`config.mk`:
```
export PLATFORM = sky130hd
export DESIGN_NAME = utf8_stream_validator_top
export DESIGN_NICKNAME = d
export VERILOG_FILES = /design/src/rtl/utfv_pkg.sv /design/src/rtl/utfv_decode.sv /design/src/rtl/utfv_out_reg.sv /design/src/rtl/utf8_stream_validator_top.sv
export SDC_FILE = /design/constraint.sdc
export NUM_CORES = 1
export LEC_CHECK = 0
export ABC_AREA = 1
export BUFFER_PORTS_ARGS = -buffer_cell sky130_fd_sc_hd__clkbuf_2
export CAP_MARGIN = 20
export CELL_PAD_IN_SITES_DETAIL_PLACEMENT = 1
export CELL_PAD_IN_SITES_GLOBAL_PLACEMENT = 1
export CORE_AREA = 2 2 154 156
export CTS_CLUSTER_DIAMETER = 40
export DETAILED_ROUTE_END_ITERATION = 10
export DIE_AREA = 0 0 156 158
export PLACE_DENSITY_LB_ADDON = 0.1
export SLEW_MARGIN = 20
export SYNTH_ARGS = -nofsm -noshare
export SYNTH_HDL_FRONTEND = slang
export SYNTH_SLANG_ARGS = --single-unit
```
`constraint.sdc`:
```
create_clock -name clk -period 3.81 [get_ports clk]
set_input_delay 0.1905 -clock clk [delete_from_list [all_inputs] [get_ports clk]]
set_output_delay 0.1905 -clock clk [all_outputs]
set_load 0.03 [all_outputs]
```
`src/rtl/utfv_pkg.sv`:
```
// Package: shared types and constants for the UTF-8 stream validator.
`timescale 1ns / 1ps

package utfv_pkg;

  localparam int unsigned CP_BITS  = 21;
  localparam int unsigned ERR_OFS_BITS = 32;

  localparam logic [7:0] LEAD_MIN = 8'hC2;
  localparam logic [7:0] LEAD_MAX = 8'hF4;
  localparam logic [7:0] CONT_MAX = 8'hBF;

  localparam logic [CP_BITS-1:0] MIN_3BYTE  = 21'h000800;
  localparam logic [CP_BITS-1:0] MIN_4BYTE  = 21'h010000;
  localparam logic [CP_BITS-1:0] SURR_LO    = 21'h00D800;
  localparam logic [CP_BITS-1:0] SURR_HI    = 21'h00DFFF;
  localparam logic [CP_BITS-1:0] CP_MAX     = 21'h10FFFF;

  // Sequence length codes (continuation bytes that follow the lead)
  localparam logic [1:0] SEQ_NONE = 2'd0;
  localparam logic [1:0] SEQ_TWO  = 2'd1;
  localparam logic [1:0] SEQ_THREE = 2'd2;
  localparam logic [1:0] SEQ_FOUR = 2'd3;

  typedef struct packed {
    logic                    has_code_point;
    logic [CP_BITS-1:0]      code_point;
    logic                    error_now;
    logic [ERR_OFS_BITS-1:0] error_offset;
    logic [7:0]              error_byte;
    logic                    buffer_done;
    logic                    buffer_valid;
  } result_t;

endpackage

```
`src/rtl/utfv_decode.sv`:
```
// Decoder: per-byte UTF-8 state machine and result formation.
`timescale 1ns / 1ps

module utfv_decode #(
  parameter int unsigned OFFSET_BITS = 32
) (
  input  logic              clk,
  input  logic              rst_n,
  input  logic              adv,
  input  logic [7:0]        data_byte,
  input  logic              last_byte,
  output logic              has_result,
  output utfv_pkg::result_t result
);

  logic [utfv_pkg::CP_BITS-1:0] acc_r, acc_nxt;
  logic [1:0]                   rem_r, rem_nxt;
  logic [1:0]                   seq_r, seq_nxt;
  logic [7:0]                   lead_val_r, lead_val_nxt;
  logic [OFFSET_BITS-1:0]       lead_ofs_r, lead_ofs_nxt;
  logic [OFFSET_BITS-1:0]       pos_r, pos_nxt;
  logic                         err_seen_r, err_seen_nxt;

  logic [utfv_pkg::CP_BITS-1:0] acc_shift;
  logic [63:0]                  lead_ofs_ext;
  logic                         have_cp, err_now, bad;
  logic [utfv_pkg::CP_BITS-1:0] cp;

  assign acc_shift = {acc_r[utfv_pkg::CP_BITS-7:0], data_byte[5:0]};

  always_comb begin
    acc_nxt      = acc_r;
    rem_nxt      = rem_r;
    seq_nxt      = seq_r;
    lead_val_nxt = lead_val_r;
    lead_ofs_nxt = lead_ofs_r;
    err_seen_nxt = err_seen_r;
    have_cp      = 1'b0;
    err_now      = 1'b0;
    bad          = 1'b0;
    cp           = '0;

    if (!err_seen_r) begin
      if (rem_r == 2'd0) begin
        lead_ofs_nxt = pos_r;
        lead_val_nxt = data_byte;
        if (!data_byte[7]) begin
          have_cp = 1'b1;
          cp      = utfv_pkg::CP_BITS'(data_byte);
        end else if (data_byte < utfv_pkg::LEAD_MIN || data_byte > utfv_pkg::LEAD_MAX) begin
          err_now = 1'b1;
        end else if (data_byte[7:5] == 3'b110) begin
          acc_nxt = utfv_pkg::CP_BITS'(data_byte[4:0]);
          rem_nxt = utfv_pkg::SEQ_TWO;
          seq_nxt = utfv_pkg::SEQ_TWO;
        end else if (data_byte[7:4] == 4'b1110) begin
          acc_nxt = utfv_pkg::CP_BITS'(data_byte[3:0]);
          rem_nxt = utfv_pkg::SEQ_THREE;
          seq_nxt = utfv_pkg::SEQ_THREE;
        end else begin
          acc_nxt = utfv_pkg::CP_BITS'(data_byte[2:0]);
          rem_nxt = utfv_pkg::SEQ_FOUR;
          seq_nxt = utfv_pkg::SEQ_FOUR;
        end
      end else if (data_byte[7:6] != 2'b10) begin
        err_now = 1'b1;
      end else begin
        acc_nxt = acc_shift;
        rem_nxt = rem_r - 2'd1;
        if (rem_r == 2'd1) begin
          // Range checks happen on the final continuation only
          if (seq_r == utfv_pkg::SEQ_THREE && acc_shift < utfv_pkg::MIN_3BYTE) bad = 1'b1;
          if (seq_r == utfv_pkg::SEQ_FOUR && acc_shift < utfv_pkg::MIN_4BYTE) bad = 1'b1;
          if (acc_shift >= utfv_pkg::SURR_LO && acc_shift <= utfv_pkg::SURR_HI) bad = 1'b1;
          if (acc_shift > utfv_pkg::CP_MAX) bad = 1'b1;
          if (bad) begin
            err_now = 1'b1;
          end else begin
            have_cp = 1'b1;
            cp      = acc_shift;
          end
          seq_nxt = utfv_pkg::SEQ_NONE;
          acc_nxt = '0;
        end
      end
      // Sequence left open by the end of the buffer
      if (!err_now && last_byte && rem_nxt != 2'd0) err_now = 1'b1;
      if (err_now) begin
        err_seen_nxt = 1'b1;
        rem_nxt      = 2'd0;
        seq_nxt      = utfv_pkg::SEQ_NONE;
        acc_nxt      = '0;
      end
    end

    pos_nxt = pos_r + OFFSET_BITS'(1);

    if (last_byte) begin
      acc_nxt      = '0;
      rem_nxt      = 2'd0;
      seq_nxt      = utfv_pkg::SEQ_NONE;
      lead_val_nxt = '0;
      lead_ofs_nxt = '0;
      pos_nxt      = '0;
      err_seen_nxt = 1'b0;
    end
  end

  always_comb begin
    lead_ofs_ext = 64'(err_seen_r ? lead_ofs_r : (rem_r == 2'd0 ? pos_r : lead_ofs_r));
    result.has_code_point = have_cp;
    result.code_point     = cp;
    result.error_now      = err_now;
    result.error_offset   = err_now ? lead_ofs_ext[utfv_pkg::ERR_OFS_BITS-1:0] : '0;
    result.error_byte     = err_now ? ((rem_r == 2'd0) ? data_byte : lead_val_r) : '0;
    result.buffer_done    = last_byte;
    result.buffer_valid   = last_byte && !err_seen_r && !err_now;
    has_result            = have_cp || err_now || last_byte;
  end

  always_ff @(posedge clk) begin
    if (!rst_n) begin
      acc_r      <= '0;
      rem_r      <= 2'd0;
      seq_r      <= utfv_pkg::SEQ_NONE;
      lead_val_r <= '0;
      lead_ofs_r <= '0;
      pos_r      <= '0;
      err_seen_r <= 1'b0;
    end else if (adv) begin
      acc_r      <= acc_nxt;
      rem_r      <= rem_nxt;
      seq_r      <= seq_nxt;
      lead_val_r <= lead_val_nxt;
      lead_ofs_r <= lead_ofs_nxt;
      pos_r      <= pos_nxt;
      err_seen_r <= err_seen_nxt;
    end
  end

  a_rem_within_seq: assert property (@(posedge clk) disable iff (!rst_n)
    rem_r <= seq_r)
    else $error("bytes remaining exceed sequence length");

  a_clear_after_last: assert property (@(posedge clk) disable iff (!rst_n)
    adv && last_byte |=> rem_r == 2'd0 && pos_r == '0 && !err_seen_r)
    else $error("state not cleared after last byte");

  a_idle_after_error: assert property (@(posedge clk) disable iff (!rst_n)
    err_seen_r |-> rem_r == 2'd0 && acc_r == '0)
    else $error("sequence still open after error");

  a_cp_xor_err: assert property (@(posedge clk) disable iff (!rst_n)
    adv |-> !(have_cp && err_now))
    else $error("code point and error on the same byte");

endmodule

```
`src/rtl/utfv_out_reg.sv`:
```
// Result register: holds one result transaction until the consumer takes it.
`timescale 1ns / 1ps

module utfv_out_reg (
  input  logic              clk,
  input  logic              rst_n,
  input  logic              load,
  input  utfv_pkg::result_t load_data,
  input  logic              out_stall,
  output logic              ready,
  output logic              out_valid,
  output utfv_pkg::result_t out_data
);

  logic              valid_r, valid_nxt;
  utfv_pkg::result_t data_r;

  assign ready     = !valid_r || !out_stall;
  assign valid_nxt = load || (valid_r && out_stall);
  assign out_valid = valid_r;
  assign out_data  = data_r;

  always_ff @(posedge clk) begin
    if (!rst_n) begin
      valid_r <= 1'b0;
    end else begin
      valid_r <= valid_nxt;
    end
  end

  always_ff @(posedge clk) begin
    if (load) begin
      data_r <= load_data;
    end
  end

  a_no_overwrite: assert property (@(posedge clk) disable iff (!rst_n)
    valid_r && out_stall |-> !load)
    else $error("held result overwritten");

  a_hold_stalled: assert property (@(posedge clk) disable iff (!rst_n)
    valid_r && out_stall |=> valid_r && $stable(data_r))
    else $error("stalled result changed");

  a_verdict_consistent: assert property (@(posedge clk) disable iff (!rst_n)
    valid_r |-> !(data_r.buffer_valid && (data_r.error_now || !data_r.buffer_done)))
    else $error("valid verdict with error or without done");

endmodule

```
`src/rtl/utf8_stream_validator_top.sv`:
```
// Top level: strict UTF-8 stream decoder and validator, one byte per clock.
// Path: an accepted byte passes through the input register and then the result register,
//   which drives its result transaction (if any) onto the output ports.
// Throughput: one byte per cycle, sustained while the output is not stalled.
// Reset: synchronous active-low rst_n empties both registers and clears decode state.
`timescale 1ns / 1ps

module utf8_stream_validator_top #(
  parameter int unsigned OFFSET_BITS = 32
) (
  input  logic                                 clk,
  input  logic                                 rst_n,
  // Input channel: one raw byte per transaction
  input  logic                                 in_valid,
  output logic                                 in_stall,
  input  logic [7:0]                           in_data_byte,
  input  logic                                 in_last_byte,
  // Result channel: code point, first error and buffer verdict
  output logic                                 out_valid,
  input  logic                                 out_stall,
  output logic                                 out_has_code_point,
  output logic [utfv_pkg::CP_BITS-1:0]         out_code_point,
  output logic                                 out_error_now,
  output logic [utfv_pkg::ERR_OFS_BITS-1:0]    out_error_offset,
  output logic [7:0]                           out_error_byte,
  output logic                                 out_buffer_done,
  output logic                                 out_buffer_valid
);

  // Input register: holds the byte being decoded this cycle
  logic       s1_valid_r, s1_valid_nxt;
  logic [7:0] s1_byte_r;
  logic       s1_last_r;

  logic              in_accept;
  logic              s1_move;
  logic              has_result;
  logic              out_ready;
  utfv_pkg::result_t dec_result;
  utfv_pkg::result_t res_q;

  // A byte that makes no result leaves the input register without
  // touching the output side; one that does waits for a free result slot.
  assign s1_move      = s1_valid_r && (!has_result || out_ready);
  assign in_stall     = s1_valid_r && !s1_move;
  assign in_accept    = in_valid && !in_stall;
  assign s1_valid_nxt = in_accept || (s1_valid_r && !s1_move);

  always_ff @(posedge clk) begin
    if (!rst_n) begin
      s1_valid_r <= 1'b0;
    end else begin
      s1_valid_r <= s1_valid_nxt;
    end
  end

  always_ff @(posedge clk) begin
    if (in_accept) begin
      s1_byte_r <= in_data_byte;
      s1_last_r <= in_last_byte;
    end
  end

  // Decode state advances exactly once per byte, when it leaves the input register
  utfv_decode #(
    .OFFSET_BITS(OFFSET_BITS)
  ) u_decode (
    .clk        (clk),
    .rst_n      (rst_n),
    .adv        (s1_move),
    .data_byte  (s1_byte_r),
    .last_byte  (s1_last_r),
    .has_result (has_result),
    .result     (dec_result)
  );

  // Result register: parts the consumer's stall from the decoder
  utfv_out_reg u_out_reg (
    .clk       (clk),
    .rst_n     (rst_n),
    .load      (s1_move && has_result),
    .load_data (dec_result),
    .out_stall (out_stall),
    .ready     (out_ready),
    .out_valid (out_valid),
    .out_data  (res_q)
  );

  assign out_has_code_point = res_q.has_code_point;
  assign out_code_point     = res_q.code_point;
  assign out_error_now      = res_q.error_now;
  assign out_error_offset   = res_q.error_offset;
  assign out_error_byte     = res_q.error_byte;
  assign out_buffer_done    = res_q.buffer_done;
  assign out_buffer_valid   = res_q.buffer_valid;

  a_stall_only_when_full: assert property (@(posedge clk) disable iff (!rst_n)
    in_stall |-> s1_valid_r && has_result && out_valid && out_stall)
    else $error("input stalled without a blocked result");

  a_byte_kept_on_stall: assert property (@(posedge clk) disable iff (!rst_n)
    s1_valid_r && !s1_move |=> s1_valid_r && $stable(s1_byte_r) && $stable(s1_last_r))
    else $error("pending byte lost");

  a_result_nonempty: assert property (@(posedge clk) disable iff (!rst_n)
    out_valid |-> out_has_code_point || out_error_now || out_buffer_done)
    else $error("empty result transaction");

endmodule
```
==> impl_metrics.csv <==
group,metric,value,unit
sta,worst_pin_slew,0.744,ns
sta,slew_headroom,50.3,%
finish,synthToLayoutAreaGrowth,15.8,%
detailed_routing,route.met2.wl,11000,um
power_and_ir_drop,power.density,438,nW/um2
clocking,hold_buffers,10,
logic_synthesis,synth_compound_area_share,9.23,%
power_and_ir_drop,p_leak,0.00325,uW
grt,grt_overflow,0,
grt,grt_pass1_wl,36300,um
detailed_routing,viasPerCell,4.93,
logic_synthesis,synth.cells.most_frequent,"nand2_1, nor2_1, a21oi_1",
critical_path,cp_max_fo,29,
power_and_ir_drop,p_sw_share,27.3,%
critical_path,start_kind,"flop",
floorplan,die_width,156,um
detailed_routing,dr_total_vias,6849,
logic_synthesis,synth_ff_type,"dfxtp_1",
floorplan,fp.coreArea,23100,um2
detailed_routing,drc,0,
power_and_ir_drop,switching_power,1100,uW
sta,max_clock_freq,0.307,GHz
clocking,post-cts-setup-buffer-count,0,
logic_synthesis,avgSynthCellArea,7.85,um2
critical_path,arrival,3.57,ns
power_and_ir_drop,clockPowerShare,41.2,%
clocking,cts_buffer_depth,2,
worst_hold_path,min_path_type,"primary input to flop",
place,gp_congestion,0.826,
grt,antenna_found_initial,0,
detailed_routing,firstDrtPassIters,4,
critical_path,path_class,"flop to flop",
finish,drive_gt1_share,13.2,%
logic_synthesis,synthArstFlopShare,0,%
sta,setup_tns,0,ns
sta,setup_viol,0,
critical_path,critPathMaxStageDelay,0.63,ns
logic_synthesis,synthMuxAreaShare,0,%
logic_synthesis,synthXorXnorAreaFrac,3.19,%
clocking,clkSinkCount,168,
logic_synthesis,syn_inst,1015,
detailed_routing,wl_met3,551,um
clocking,cts_root_buffer,"clkbuf_16",
logic_synthesis,synth_top_area_share,27.9,%
floorplan,rows,56,
critical_path,worstPathCellList,"inv_1 -> ha_1 -> inv_2 -> o21ai_0 -> a21oi_1 -> a21oi_2 -> nand2_1 -> nand2_1 -> nand2_2 -> nand2_4 -> nand2_2 -> nand2_4 -> buf_4 -> nand3_4 -> inv_1 -> nand2_1 -> nand2_1 -> nor2_1",
logic_synthesis,synth_seq_area_share,51.5,%
logic_synthesis,netlist_area,7970,um2
finish,diodes,0,
logic_synthesis,synth_top_family_by_area,"simple AND/OR/NAND/NOR gates",
sta,final_max_slew_viol_count,0,
sta,rsz0062_at_grt,"no",
grt,grt_usage,18.8,%
power_and_ir_drop,p_seq_share,48.9,%
power_and_ir_drop,vdd_drop_max,0.187,mV
clocking,cts.clk_slew.worst_paths,0.06,ns
logic_synthesis,synth_simple_gate_area_share,27.4,%
logic_synthesis,synth.distinct_cells,34,
logic_synthesis,synth_nets,1031,
sta,finalCritPeriodShare,85.4,%
grt,grt_start_max_net_pins,48,
detailed_routing,drt-total-wl,22600,um
detailed_routing,drt_iter0_drc,296,
critical_path,path_buf_inv,4,
detailed_routing,drt-met1-wl,10900,um
logic_synthesis,synth_edf_count,74,
logic_synthesis,yosysMostFrequentCell,"nand2_1",
finish,fin_nets,1103,
run,cap_violations,0,
power_and_ir_drop,internal-power,2940,uW
run_status,status,"complete, no violations",
critical_path,cp_data_required_time,4.12,ns
detailed_routing,wl_per_cell,16.2,um
clocking,clock_latency,0.44,ns
logic_synthesis,synth_fa_ha_area_share,0.471,%
sta,clock_skew,0.0102,ns
sta,period_minus_slack,3.25,ns
clocking,cts_inserted_buffers,17,
floorplan,io_pins,80,
detailed_routing,ant_nets,0,
logic_synthesis,post-synth-top-area-cell,"edfxtp_1",
detailed_routing,highest_layer,"met4",
floorplan,initial_utilization,34.6,%
logic_synthesis,ys_ff_latch,168,
grt,grt_pass1_vias,6953,
logic_synthesis,netlist_top_cells_area,"edfxtp_1, dfxtp_1, nand2_1",
place,hpwl,15400,um
logic_synthesis,yosys_warnings,0,
sta,hold_viol,0,
clocking,cts_resized,0,
critical_path,crit_path_end_kind,"flop",
critical_path,crit_path_frequent_cell,"nand2_1",
critical_path,path_delay_family,"simple AND/OR/NAND/NOR gates",
clocking,cts_tree,"yes",
floorplan,die_y,158,um
floorplan,die-area,24600,um2
clocking,htreeDepth,4,
power_and_ir_drop,finalPower,4040,uW
critical_path,cp_slowest_cell,"ha_1",
power_and_ir_drop,pwr-share-comb,9.9,%
place,port_buffers,79,
==> tightest hold or removal path, stage by stage <==
cell and delay, ns:
clkbuf_2 0.08, nand2_1 0.10, a21oi_1 0.08
==> layer usage <==
layer | GRT usage [%] | vias to the layer above
li1 | - | 3433
met1 | 24.4 | 3322
met2 | 32.7 | 80
met3 | 3.31 | 14
met4 | 4.33 | 0
met5 | 0 | -
==> power groups by stage <==
stage               sequential, uW  clock (uW)  combinational (uW)
global placement              2010           0                 395
floorplan                     2080           0                 208
CTS                           1980        1710                 409
global route                  1980        1770                 443
finish                        1980        1660                 401
detailed placement            2020           0                 398
==> path summary, 6_finish.rpt <==
kind / startpoint / endpoint / cells past startpoint / slack, ns
setup reg to reg: u_decode.rem_r[0] / u_decode.acc_r[3] / 18 / 0.56
setup / recovery: u_decode.rem_r[0] / u_decode.acc_r[3] / 18 / 0.56
hold reg to reg: u_decode.lead_ofs_r[6] / u_decode.lead_ofs_r[6] / 2 / 0.46
hold / removal: out_stall / u_out_reg.out_valid / 3 / 0.06
==> registers in the layout (all words and copies together), names as in the netlist <==
name and cells:
s1_valid_r 1, s1_byte_r 8, u_decode.seq_r 2, s1_last_r 1, u_decode.err_seen_r 1, u_decode.lead_ofs_r 32
u_decode.rem_r 2, u_out_reg.out_valid 1, u_out_reg.out_data 65, u_decode.pos_r 32, u_decode.lead_val_r 8, u_decode.acc_r 15
==> cells in the final DEF, fill, tap and decap left out, types with 3 or more instances in the layout <==
master / instances
inv_2: 6
nor2_1: 168
o21ai_0: 15
ha_1: 3
clkinv_1: 4
nand4_1: 34
dfxtp_1: 94
buf_4: 16
o21ai_1: 10
nand2_2: 3
xor2_1: 27
nor4_1: 6
inv_6: 4
clkinvlp_4: 4
a21oi_1: 113
clkbuf_16: 17
nand2_1: 248
inv_1: 93
edfxtp_1: 74
nand3_1: 25
dlygate4sd3_1: 10
clkbuf_2: 79
nor3_1: 21
nand2_4: 3
==> per-stage QoR <==
step                utilization [%]  worst slack, ns  instances  cell area (um2)  hold slack (ns)
floorplan                         -            0.349       1015             7970            0.289
global placement               37.2            0.689       1348             8580            0.369
detailed placement             37.2            0.605       1348             8580            0.370
CTS                            40.0            0.559       1390             9230           0.0422
global route                   40.0            0.234       1390             9230           0.0652
finish                         40.0            0.557       1390             9230           0.0640
==> layout make-up <==
cell class | instances | area [um2]
clock buffers | 18 | 429
fillers | 2817 | 13800
repair buffers | 105 | 616
multi-input cells | 694 | 3210
flip-flops and latches | 168 | 4100
well taps | 290 | 363
inverters | 101 | 379
clock inverters | 14 | 121
==> cells by family (layout without fill, tap and decap cells) <==
| logic type | Yosys count | after routing |
|---|---|---|
| adder cells (fa/ha/maj) | 3 | 3 |
| buffers and inverters | 153 | 238 |
| AO/OA/AOI/OAI | 144 | 144 |
| flip-flops | 168 | 168 |
| XOR/XNOR | 29 | 29 |
| AND/OR/NAND/NOR | 518 | 518 |
(Power assumes the default switching activity.)
